<file path="src/sv/srp_pkg.sv">
// Shared types and constants for the SOCKS5 reply parser.
// Holds the status codes, protocol byte values and the result record type.
// No dependencies.
`timescale 1ns / 1ps

package srp_pkg;

  localparam int BYTE_W  = 8;
  localparam int COUNT_W = 9;
  localparam int ADDR_W  = 32;
  localparam int PORT_W  = 16;
  localparam int STAT_W  = 3;

  // Result status codes.
  localparam logic [STAT_W-1:0] ST_OK        = 3'd0;
  localparam logic [STAT_W-1:0] ST_BAD_VER   = 3'd1;
  localparam logic [STAT_W-1:0] ST_BAD_AUTH  = 3'd2;
  localparam logic [STAT_W-1:0] ST_SRV_ERR   = 3'd3;
  localparam logic [STAT_W-1:0] ST_BAD_ATYPE = 3'd4;

  // Protocol byte values.
  localparam logic [BYTE_W-1:0] SOCKS_VER    = 8'h05;
  localparam logic [BYTE_W-1:0] METHOD_NOAUTH = 8'h00;
  localparam logic [BYTE_W-1:0] REP_SUCCESS  = 8'h00;
  localparam logic [BYTE_W-1:0] ATYP_IPV4    = 8'h01;
  localparam logic [BYTE_W-1:0] ATYP_DOMAIN  = 8'h03;
  localparam logic [BYTE_W-1:0] ATYP_IPV6    = 8'h04;

  // Byte counts at which an address tail (address plus port) is complete.
  localparam logic [COUNT_W-1:0] IPV4_ADDR_BYTES = 9'd4;
  localparam logic [COUNT_W-1:0] IPV4_TAIL_BYTES = 9'd6;
  localparam logic [COUNT_W-1:0] IPV6_TAIL_BYTES = 9'd18;
  localparam logic [COUNT_W-1:0] PORT_BYTES      = 9'd2;

  typedef struct packed {
    logic [STAT_W-1:0] status;
    logic [BYTE_W-1:0] reply_code;
    logic [BYTE_W-1:0] address_kind;
    logic [ADDR_W-1:0] relay_address;
    logic [PORT_W-1:0] relay_port;
  } srp_res_t;

endpackage

</file>
<file path="src/sv/srp_in_stage.sv">
// Input register of the SOCKS5 reply parser.
// Captures one received byte per transfer; uses srp_pkg for widths.
`timescale 1ns / 1ps

module srp_in_stage (
  input  logic                      clk,
  input  logic                      rst_n,
  input  logic                      in_valid,
  output logic                      in_ready,
  input  logic [srp_pkg::BYTE_W-1:0] in_byte,
  input  logic                      take,
  output logic                      s_valid,
  output logic [srp_pkg::BYTE_W-1:0] s_byte
);

  logic                       valid_r;
  logic                       valid_nxt;
  logic [srp_pkg::BYTE_W-1:0] byte_r;

  // The held byte leaves when the parser takes it, so a new one may enter the same cycle.
  assign in_ready  = !valid_r || take;
  assign valid_nxt = (in_valid && in_ready) ? 1'b1 : (take ? 1'b0 : valid_r);

  always_ff @(posedge clk) begin
    if (!rst_n) begin
      valid_r <= 1'b0;
    end else begin
      valid_r <= valid_nxt;
    end
  end

  always_ff @(posedge clk) begin
    if (in_valid && in_ready) begin
      byte_r <= in_byte;
    end
  end

  assign s_valid = valid_r;
  assign s_byte  = byte_r;

endmodule

</file>
<file path="src/sv/srp_core.sv">
// Parse state machine of the SOCKS5 reply parser; uses srp_pkg. Raises a result
// on completion or error; consumes one byte per cycle unless that result must wait.
`timescale 1ns / 1ps

module srp_core (
  input  logic                       clk,
  input  logic                       rst_n,
  input  logic                       method_en,
  input  logic                       byte_valid,
  input  logic [srp_pkg::BYTE_W-1:0] rx_byte,
  input  logic                       out_free,
  output logic                       take,
  output logic                       res_valid,
  output srp_pkg::srp_res_t          res
);

  localparam logic [3:0] PH_START  = 4'd0;
  localparam logic [3:0] PH_METHOD = 4'd1;
  localparam logic [3:0] PH_HVER   = 4'd2;
  localparam logic [3:0] PH_HCODE  = 4'd3;
  localparam logic [3:0] PH_HRSV   = 4'd4;
  localparam logic [3:0] PH_HKIND  = 4'd5;
  localparam logic [3:0] PH_V4     = 4'd6;
  localparam logic [3:0] PH_DLEN   = 4'd7;
  localparam logic [3:0] PH_DOM    = 4'd8;
  localparam logic [3:0] PH_V6     = 4'd9;

  logic [3:0]                    phase_r, phase_nxt;
  logic [srp_pkg::COUNT_W-1:0]   count_r, count_nxt;
  logic [srp_pkg::BYTE_W-1:0]    dlen_r, dlen_nxt;
  logic [srp_pkg::BYTE_W-1:0]    kind_r, kind_nxt;
  logic [srp_pkg::BYTE_W-1:0]    code_r, code_nxt;
  logic [srp_pkg::ADDR_W-1:0]    addr_r, addr_nxt;
  logic [srp_pkg::PORT_W-1:0]    port_r, port_nxt;
  logic [srp_pkg::COUNT_W-1:0]   cnt_inc;
  logic [srp_pkg::COUNT_W-1:0]   dom_end;
  logic                          emit;
  logic                          go;

  assign cnt_inc = count_r + 9'd1;
  assign dom_end = {1'b0, dlen_r} + srp_pkg::PORT_BYTES;

  always_comb begin
    phase_nxt = phase_r;
    count_nxt = count_r;
    dlen_nxt  = dlen_r;
    kind_nxt  = kind_r;
    code_nxt  = code_r;
    addr_nxt  = addr_r;
    port_nxt  = port_r;
    emit      = 1'b0;
    res.status        = srp_pkg::ST_OK;
    res.reply_code    = code_r;
    res.address_kind  = kind_r;
    res.relay_address = '0;
    res.relay_port    = '0;

    unique case (phase_r)
      PH_METHOD: begin
        if (rx_byte != srp_pkg::METHOD_NOAUTH) begin
          emit       = 1'b1;
          res.status = srp_pkg::ST_BAD_AUTH;
        end else begin
          phase_nxt = PH_HVER;
        end
      end
      PH_HVER: begin
        if (rx_byte != srp_pkg::SOCKS_VER) begin
          emit       = 1'b1;
          res.status = srp_pkg::ST_BAD_VER;
        end else begin
          phase_nxt = PH_HCODE;
        end
      end
      PH_HCODE: begin
        code_nxt       = rx_byte;
        res.reply_code = rx_byte;
        if (rx_byte != srp_pkg::REP_SUCCESS) begin
          emit       = 1'b1;
          res.status = srp_pkg::ST_SRV_ERR;
        end else begin
          phase_nxt = PH_HRSV;
        end
      end
      PH_HRSV: begin
        phase_nxt = PH_HKIND;
      end
      PH_HKIND: begin
        kind_nxt         = rx_byte;
        res.address_kind = rx_byte;
        count_nxt        = '0;
        if (rx_byte == srp_pkg::ATYP_IPV4) begin
          phase_nxt = PH_V4;
        end else if (rx_byte == srp_pkg::ATYP_DOMAIN) begin
          phase_nxt = PH_DLEN;
        end else if (rx_byte == srp_pkg::ATYP_IPV6) begin
          phase_nxt = PH_V6;
        end else begin
          emit       = 1'b1;
          res.status = srp_pkg::ST_BAD_ATYPE;
        end
      end
      PH_DLEN: begin
        dlen_nxt  = rx_byte;
        count_nxt = '0;
        phase_nxt = PH_DOM;
      end
      PH_V4, PH_DOM, PH_V6: begin
        // The port shifter sees every tail byte; only the last two survive.
        count_nxt      = cnt_inc;
        port_nxt       = {port_r[srp_pkg::PORT_W-srp_pkg::BYTE_W-1:0], rx_byte};
        res.relay_port = port_nxt;
        if (phase_r == PH_V4) begin
          if (cnt_inc <= srp_pkg::IPV4_ADDR_BYTES) begin
            addr_nxt = {addr_r[srp_pkg::ADDR_W-srp_pkg::BYTE_W-1:0], rx_byte};
          end
          res.relay_address = addr_nxt;
          emit = (cnt_inc >= srp_pkg::IPV4_TAIL_BYTES);
        end else if (phase_r == PH_DOM) begin
          emit = (cnt_inc >= dom_end);
        end else begin
          emit = (cnt_inc >= srp_pkg::IPV6_TAIL_BYTES);
        end
      end
      default: begin
        // Message start; a phase code with no meaning lands here as well.
        if (rx_byte != srp_pkg::SOCKS_VER) begin
          emit       = 1'b1;
          res.status = srp_pkg::ST_BAD_VER;
        end else if (method_en) begin
          phase_nxt = PH_METHOD;
        end else begin
          phase_nxt = PH_HCODE;
        end
      end
    endcase

    // Any result ends the message and clears the context.
    if (emit) begin
      phase_nxt = PH_START;
      count_nxt = '0;
      dlen_nxt  = '0;
      kind_nxt  = '0;
      code_nxt  = '0;
      addr_nxt  = '0;
      port_nxt  = '0;
    end
  end

  // A byte that yields no result never needs the output slot.
  assign go        = byte_valid && (out_free || !emit);
  assign take      = go;
  assign res_valid = go && emit;

  always_ff @(posedge clk) begin
    if (!rst_n) begin
      phase_r <= PH_START;
      count_r <= '0;
      dlen_r  <= '0;
      kind_r  <= '0;
      code_r  <= '0;
      addr_r  <= '0;
      port_r  <= '0;
    end else if (go) begin
      phase_r <= phase_nxt;
      count_r <= count_nxt;
      dlen_r  <= dlen_nxt;
      kind_r  <= kind_nxt;
      code_r  <= code_nxt;
      addr_r  <= addr_nxt;
      port_r  <= port_nxt;
    end
  end

  a_restart_after_result: assert property (@(posedge clk) disable iff (!rst_n)
    res_valid |=> (phase_r == PH_START) && (count_r == '0) && (addr_r == '0))
    else $error("parser context not cleared after a result");

  a_error_zero_fields: assert property (@(posedge clk) disable iff (!rst_n)
    res_valid && (res.status != srp_pkg::ST_OK) |->
      (res.relay_address == '0) && (res.relay_port == '0))
    else $error("error result carries address or port");

  a_domain_kind: assert property (@(posedge clk) disable iff (!rst_n)
    (phase_r == PH_DOM) || (phase_r == PH_DLEN) |-> kind_r == srp_pkg::ATYP_DOMAIN)
    else $error("domain phase without domain address type");

  a_tail_code_ok: assert property (@(posedge clk) disable iff (!rst_n)
    (phase_r == PH_V4) || (phase_r == PH_V6) || (phase_r == PH_DOM) |->
      code_r == srp_pkg::REP_SUCCESS)
    else $error("address tail parsed after a failing reply code");

endmodule

</file>
<file path="src/sv/srp_out_stage.sv">
// Result register of the SOCKS5 reply parser.
// Holds one finished result until the receiver takes it; uses srp_pkg for the record type.
`timescale 1ns / 1ps

module srp_out_stage (
  input  logic              clk,
  input  logic              rst_n,
  input  logic              load,
  input  srp_pkg::srp_res_t load_res,
  output logic              free,
  output logic              out_valid,
  input  logic              out_ready,
  output srp_pkg::srp_res_t out_res
);

  logic              valid_r;
  logic              valid_nxt;
  srp_pkg::srp_res_t res_r;

  assign free      = !valid_r || out_ready;
  assign valid_nxt = load ? 1'b1 : (out_ready ? 1'b0 : valid_r);

  always_ff @(posedge clk) begin
    if (!rst_n) begin
      valid_r <= 1'b0;
    end else begin
      valid_r <= valid_nxt;
    end
  end

  always_ff @(posedge clk) begin
    if (load) begin
      res_r <= load_res;
    end
  end

  assign out_valid = valid_r;
  assign out_res   = res_r;

endmodule

</file>
<file path="src/sv/socks5_reply_parser.sv">
// Top level of the SOCKS5 reply parser.
// Depends on srp_pkg, srp_in_stage, srp_core and srp_out_stage.
`timescale 1ns / 1ps

// Usage overview.
// The input channel carries the bytes a SOCKS5 client receives from its proxy,
// one byte per transfer, in arrival order. The parser walks the optional method
// selection reply, the reply header and the bound address with its port.
// A complete reply, or the first check that fails, produces one transfer on the
// output channel with the status, reply code, address type, IPv4 relay address
// and relay port; parsing then starts over with the next byte.
// A transferred byte waits in the input register until the parser consumes it; a
// byte that ends a reply loads its result into the result register, which then
// offers it on the output channel.
// Throughput is one byte per cycle unless a result is held up by the receiver, set
// by the parse step between the input register and the result register.
// When the receiver stalls with a result waiting, bytes that produce no result
// still flow; a byte that would produce a result waits in the input register,
// and in_ready drops once that register cannot drain.
// Reset (synchronous, active low) empties both registers, returns the parser to
// message start and sets cfg_wr_data's register, the method phase enable, to 1.
// The enable must be written with cfg_wr_en while idle; the block does not check.

module socks5_reply_parser (
  input  logic        clk,
  input  logic        rst_n,
  input  logic        in_valid,
  output logic        in_ready,
  input  logic [7:0]  in_rx_byte,
  output logic        out_valid,
  input  logic        out_ready,
  output logic [2:0]  out_status,
  output logic [7:0]  out_reply_code,
  output logic [7:0]  out_address_kind,
  output logic [31:0] out_relay_address,
  output logic [15:0] out_relay_port,
  input  logic        cfg_wr_en,
  input  logic        cfg_wr_data
);

  logic              method_en_r;
  logic              s_valid;
  logic [7:0]        s_byte;
  logic              take;
  logic              out_free;
  logic              res_valid;
  srp_pkg::srp_res_t res;
  srp_pkg::srp_res_t out_res;

  // Method phase enable; sampled by the parser only at message start.
  always_ff @(posedge clk) begin
    if (!rst_n) begin
      method_en_r <= 1'b1;
    end else if (cfg_wr_en) begin
      method_en_r <= cfg_wr_data;
    end
  end

  srp_in_stage u_in (
    .clk      (clk),
    .rst_n    (rst_n),
    .in_valid (in_valid),
    .in_ready (in_ready),
    .in_byte  (in_rx_byte),
    .take     (take),
    .s_valid  (s_valid),
    .s_byte   (s_byte)
  );

  srp_core u_core (
    .clk        (clk),
    .rst_n      (rst_n),
    .method_en  (method_en_r),
    .byte_valid (s_valid),
    .rx_byte    (s_byte),
    .out_free   (out_free),
    .take       (take),
    .res_valid  (res_valid),
    .res        (res)
  );

  srp_out_stage u_out (
    .clk       (clk),
    .rst_n     (rst_n),
    .load      (res_valid),
    .load_res  (res),
    .free      (out_free),
    .out_valid (out_valid),
    .out_ready (out_ready),
    .out_res   (out_res)
  );

  assign out_status        = out_res.status;
  assign out_reply_code    = out_res.reply_code;
  assign out_address_kind  = out_res.address_kind;
  assign out_relay_address = out_res.relay_address;
  assign out_relay_port    = out_res.relay_port;

endmodule

</file>
<file path="config.mk">
export PLATFORM = sky130hd
export DESIGN_NAME = socks5_reply_parser
export DESIGN_NICKNAME = d
export VERILOG_FILES = /design/src/sv/srp_pkg.sv /design/src/sv/srp_in_stage.sv /design/src/sv/srp_core.sv /design/src/sv/srp_out_stage.sv /design/src/sv/socks5_reply_parser.sv
export SDC_FILE = /design/constraint.sdc
export NUM_CORES = 1
export LEC_CHECK = 0
export ABC_AREA = 0
export BUFFER_PORTS_ARGS = -buffer_cell sky130_fd_sc_hd__clkbuf_2
export CAP_MARGIN = 15
export CORE_MARGIN = 3
export CORE_UTILIZATION = 58
export DETAILED_ROUTE_END_ITERATION = 6
export HOLD_SLACK_MARGIN = 0.03
export PLACE_DENSITY = 0.8
export SYNTH_ARGS = -nofsm -noshare
export SYNTH_HDL_FRONTEND = slang
export SYNTH_HIERARCHICAL = 1
export SYNTH_SLANG_ARGS = --single-unit
</file>
<file path="constraint.sdc">
create_clock -name clk -period 6.6 [get_ports clk]
set_clock_uncertainty 0.15 [all_clocks]
set_input_delay 0.66 -clock clk [delete_from_list [all_inputs] [get_ports clk]]
set_output_delay 0.66 -clock clk [all_outputs]
set_load 0.02 [all_outputs]
</file>
* Word level (Yosys, flattened, before mapping)
Index checks and enable logic that the tools add are counted.
Word-level totals: bits in registers 155, logic and storage cells 111
Operators by class: equality and inequality tests 19, order comparisons 4, muxes and demuxes 43, $add $sub $neg 2, reduce and logical (&&, ||, !) cells 27
Operator list (number):
- $mux 32 | 4
- $mux 8 | 8
- $mux 4 | 8
- $pmux 4 s7 | 1
- $pmux 9 s2 | 1
- $eq 4x3->1 const B | 4
- $mux 1 | 12
- $pmux 3 s4 | 1
- $reduce_bool 2->1 | 5
- $add 8x2->9 const B | 1
- $add 9x1->9 const B | 1
- $ge 9x3->1 const B | 1
- $ge 9x5->1 const B | 1
- $ge 9x9->1 | 1
- $le 9x3->1 const B | 1
- $mux 3 | 3
- $mux 9 | 1
- $ne 3x2->1 const B | 3
- $eq 4x2->1 const B | 2
- $eq 4x4->1 const B | 2
- $eq 8x1->1 const B | 1
- $eq 8x2->1 const B | 1
- $eq 8x3->1 const B | 1
- $ne 8x3->1 const B | 1
- 17 further kinds | 30

* Longest topological paths before layout
depth after elaboration 11, depth in mapped cells 14, mapped depth without buffers 13

* By module
The synthesis kept the hierarchy.
By module, submodules not included:
- srp_core | times used 1, area each 4380.5 um2, cells each 488
- srp_out_stage | times used 1, area each 2060.7 um2, cells each 71
- srp_in_stage | times used 1, area each 297.8 um2, cells each 13
- socks5_reply_parser | times used 1, area each 33.8 um2, cells each 3

* Least setup slack after synthesis
No wires, ideal clock.
kind flip-flop to flip-flop, start register u_core/count_r[0] (netlist name), end register u_out.res_r (netlist bit u_out/out_res[0]) (enable), arrival 4.899 ns, setup time 0.494 ns, clock period less this slack 5.543 ns, required time 5.956 ns, slack 1.057 ns, stages on the path, launching flop included 11, cell sequence dfxtp_1 ha_1 nand3_1 xnor2_1 ha_1 o2111ai_1 o21ai_0 a221o_1 o21a_4 nor2_4 nor2_1
On the way: cells in the longest elaborated chain, start to end 9
Ends and longest elaborated chain:
- start: declaration | line srp_core.sv:29 | logic [srp_pkg::COUNT_W-1:0] count_r, count_nxt;
- start signal: assignment | line srp_core.sv:166 | count_r <= count_nxt;
- $add 9x1->9 (*) | line srp_core.sv:40 | assign cnt_inc = count_r + 9'd1;
- $ge 9x5->1 or $ge 9x9->1 (tied branches) | line srp_core.sv:122, srp_core.sv:120
- $mux 1 | line srp_core.sv:119 | end else if (phase_r == PH_DOM) begin
- $mux 1 (*) | line srp_core.sv:113 | if (phase_r == PH_V4) begin
- $pmux 1 s4 (*) | line srp_core.sv:58 | unique case (phase_r)
- $logic_not 1->1 | line srp_core.sv:151 | assign go = byte_valid && (out_free || !emit);
- $logic_or 1x1->1 | line srp_core.sv:151
- $logic_and 1x1->1 | line srp_core.sv:151
- $logic_and 1x1->1 (*) | line srp_core.sv:153 | assign res_valid = go && emit;
- named net res_valid | line socks5_reply_parser.sv:46 | logic res_valid;
- end signal: assignment | line srp_out_stage.sv:33 | res_r <= load_res;
- end: declaration | line srp_out_stage.sv:18 | srp_pkg::srp_res_t res_r;
Mark *: on every way through the listed nets, which the timed path passes. The rest lies on a longest branch. A chain may end at the register's enable or synchronous reset.

* Worst setup path in the final report
start register u_core/count_r[0] (netlist name), end output port in_ready
On the way: cells in the longest elaborated chain, start to end 9
Ends and longest elaborated chain:
- $add 9x1->9 (*) | line srp_core.sv:40
- $ge 9x5->1 or $ge 9x9->1 (tied branches) | line srp_core.sv:122, srp_core.sv:120
- $mux 1 | line srp_core.sv:119
- $mux 1 (*) | line srp_core.sv:113
- $pmux 1 s4 (*) | line srp_core.sv:58
- $logic_not 1->1 (*) | line srp_core.sv:151
- $logic_or 1x1->1 (*) | line srp_core.sv:151
- $logic_and 1x1->1 (*) | line srp_core.sv:151
- named net take | line socks5_reply_parser.sv:44 | logic take;
- $logic_or 1x1->1 (*) | line srp_in_stage.sv:21 | assign in_ready = !valid_r || take;
- end: declaration | line socks5_reply_parser.sv:28 | output logic in_ready,
Marked as above.

==> summary.txt <==
Routing
  • WL/cell: 18.9 µm
  • 1st-iter DRT viols: 461
  • Via count: 4915
  • DRT Pass-1 Iters: 5
  • DR vias/cell: 6.12
  • Drt drc: 0
  • Final WL: 15200 µm
  • Antenna Violating Nets Remaining: 0

Floorplanning
  • I/O Pins: 83
  • Die ar.: 13000 µm²
  • Num rows: 38
  • Core area: 11100 µm²
  • Die Y: 114 µm
  • Chip Width: 114 µm
  • Starting Density: 0.609

Clock network
  • Post-CTS sizing: 0
  • Clock sink count: 155
  • Post CTS Setup Buffer Count: 0
  • Clk root buf: clkbuf_16
  • Hold-fix buffers, CTS: 0
  • H-tree levels: 4
  • Clock-pin slew on the worst setup and hold paths: 0.06 ns
  • Max Root-Sink Buffers: 2
  • CTS buffer count: 17
  • CTS tree: done
  • Clock latency on the worst-skew pair: 0.41 ns

Logic synthesis
  • Mean Syn Cell Area: 11.8 µm²
  • Post-synthesis cell count: 575
  • Post-synth EDFFs: 75
  • Area contributors post-synth: edfxtp_1 33%, dfxtp_1 24%, mux2i_1 5.0%, a22o_1 4.8%, mux2_2 2.7%
  • Top-count cell post-synth: dfxtp_1
  • Synth Flop Type: dfxtp_1
  • YS warnings: 6
  • Post-Syn Nets: 599
  • Area share of the largest cell type after synthesis: 0.333
  • Asr flop ratio synth: 0
  • Post-synthesis cell type count: 72
  • Sequential cell area fraction in the yosys report: 0.569
  • Post-synth top cells: 80 x dfxtp_1, 75 x edfxtp_1, 46 x nor2_1
  • Largest area contributor in the netlist: edfxtp_1
  • Synthesized cell area: 6770 µm²
  • Post-synthesis register bit count: 155

Finish
  • Area growth, synth to finish: 17.4%
  • Layout cell share with drive strength beyond 1: 0.238
  • Area occupied by multi-input gates: 2720 µm²
  • Nets: 674
  • Number of diodes: 0
  • Sequential cell area: 3850 µm²
  • Final cell count without fillers: 803
  • Fillcell total: 751

Critical path
  • Worst Path Buf+Inv: 1
  • Crit Path Class: reg2out
  • CP arrival: 4.00 ns
  • Most frequent CP cell: ha_1
  • Crit-path slowest cell: dfxtp_1
  • Worst path required time: 5.79 ns
  • Delay-heaviest family, CP: compound AO/OA/AOI/OAI gates
  • CP Max Fanout: 9
  • Worst setup EP type: output pin
  • Critical path's largest stage delay: 0.48 ns
  • Crit path cell chain: ha_1 > nand3_1 > xnor2_1 > ha_1 > a21o_1 > a21oi_1 > o21ai_0 > a221o_1 > o21a_4 > nor2_4 > o21a_1 > nand2b_4 > clkbuf_2
  • CP startpoint kind: register

STA
  • Final setup fails: 0
  • FMAX: 208 MHz
  • Setup TNS: 0 ns
  • Final min period: 4.81 ns
  • Max-slew headroom: 0.404
  • Final period util: 0.729
  • RSZ-0062 raised after global routing: false
  • Pins Over Slew Limit: 0
  • Slew @ Worst Pin: 0.891 ns
  • Final Hold Fails: 0

Power and ir drop
  • Pwr/cell area: 279 nW/µm²
  • Int Power: 0.00174 W
  • Max VDD drop: 0.000197 V
  • Switching part of the total: 0.214
  • Sequential fraction of design power: 0.475
  • Total power: 0.00222 W
  • Clock power share: 0.478
  • Leak: 3.23 nW
  • Gate power share: 0.047
  • NetSw: 0.000475 W

Placement
  • HPWL Detailed: 9730 µm
  • Placed cells: 769
  • RePlAce Congestion: 0.893
  • Number of I/O port buffers: 82

Global routing
  • Largest net degree at the start of global routing: 45
  • Vias in the first global route: 4815
  • Gr ovfl total: 0
  • Initial antenna violation count: 0
  • GRT Total Usage: 0.240
  • First-pass GRT wire length: 24800 µm

Job
  • Max_cap viols: 0

Status
  • Status: finished, final reports clean

Hold path
  • Hold WC Path Type: in2reg
-- worst paths after layout --
kind,startpoint,slack (ns),endpoint,cells after the start
max,u_core/count_r[0],1.79,in_ready,13
min,in_rx_byte[5],0.27,u_in/s_byte[5],1
max reg2reg,u_core/count_r[0],2.18,u_core/count_r[5],13
min reg2reg,u_core/code_r[3],0.31,u_core/code_r[3],2
-- worst register-to-register path, stage by stage (launching register included) --
cell and delay (ns):
dfxtp_1 0.48, ha_1 0.32, nand3_1 0.12, xnor2_1 0.31
ha_1 0.31, a21o_1 0.17, a21oi_1 0.19, o21ai_0 0.18
a221o_1 0.38, o21a_4 0.25, nor3_4 0.66, buf_4 0.38
and2_4 0.29, a221o_1 0.17
-- power by group through the flow --
stage | clock network, W | registers [W] | logic (W)
finish | 0.00106 | 0.00105 | 0.000105
global route | 0.00111 | 0.00105 | 0.000112
CTS | 0.00107 | 0.00105 | 0.0000991
detailed placement | 0 | 0.00107 | 0.0000986
global placement | 0 | 0.00107 | 0.0000962
floorplan | 0 | 0.00109 | 0.0000414
-- cells by family after synthesis --
kind of cell,synth area share
multiplexers,0.0769
flip-flops,0.569
AND/OR/NAND/NOR,0.140
buffers and inverters,0.0310
AO/OA/AOI/OAI,0.150
XOR/XNOR,0.0142
adder cells (fa/ha/maj),0.0185
-- through the flow --
stage | worst slack [ns] | cell area (µm²) | hold slack (ns) | util
global placement | 2.47 | 7250 | 0.292 | 0.652
CTS | 1.85 | 7900 | 0.263 | 0.710
floorplan | 1.06 | 6770 | 0.283 | -
global route | 1.49 | 7950 | 0.266 | 0.715
finish | 1.79 | 7950 | 0.272 | 0.715
detailed placement | 2.30 | 7250 | 0.302 | 0.652
-- cells in the final DEF (no fill, tap or decap), types with 18 or more instances in the layout --
cell type	n
clkbuf_2	82
dfxtp_1	80
edfxtp_1	75
nor2_1	45
nand2_1	38
a22o_1	37
mux2i_1	34
nand3_1	28
o21ai_0	20
and2_1	18
-- registers in the layout (all words and copies together), names as in the netlist --
name and cells:
u_in/s_byte 8, u_core/kind_r 8, u_core/port_r 8, u_in/s_valid 1, u_out/out_res 67, method_en_r 1, u_core/count_r 9, u_core/phase_r 4
u_core/addr_r 32, u_out/out_valid 1, u_core/dlen_r 8, u_core/code_r 8
-- cell type report --
cell class,count,area share
Clock buffer,19,0.0544
Clock inverter,13,0.0269
Inverter,11,0.00519
Multi-Input combinational cell,375,0.343
Sequential cell,155,0.485
Tap cell,140,0.0220
Timing Repair Buffer,90,0.0642
-- per-layer routing --
layer  vias to the layer above  wire length, µm  share of wire  track usage
li1                       2318                -              -            -
met1                      2364             6520           0.43        0.327
met2                       211             7450           0.49        0.392
met3                        22              991          0.065       0.0444
met4                         0              207          0.014       0.0776
met5                         -                0              0            0
No activity file was read; power rests on OpenSTA's default activity.
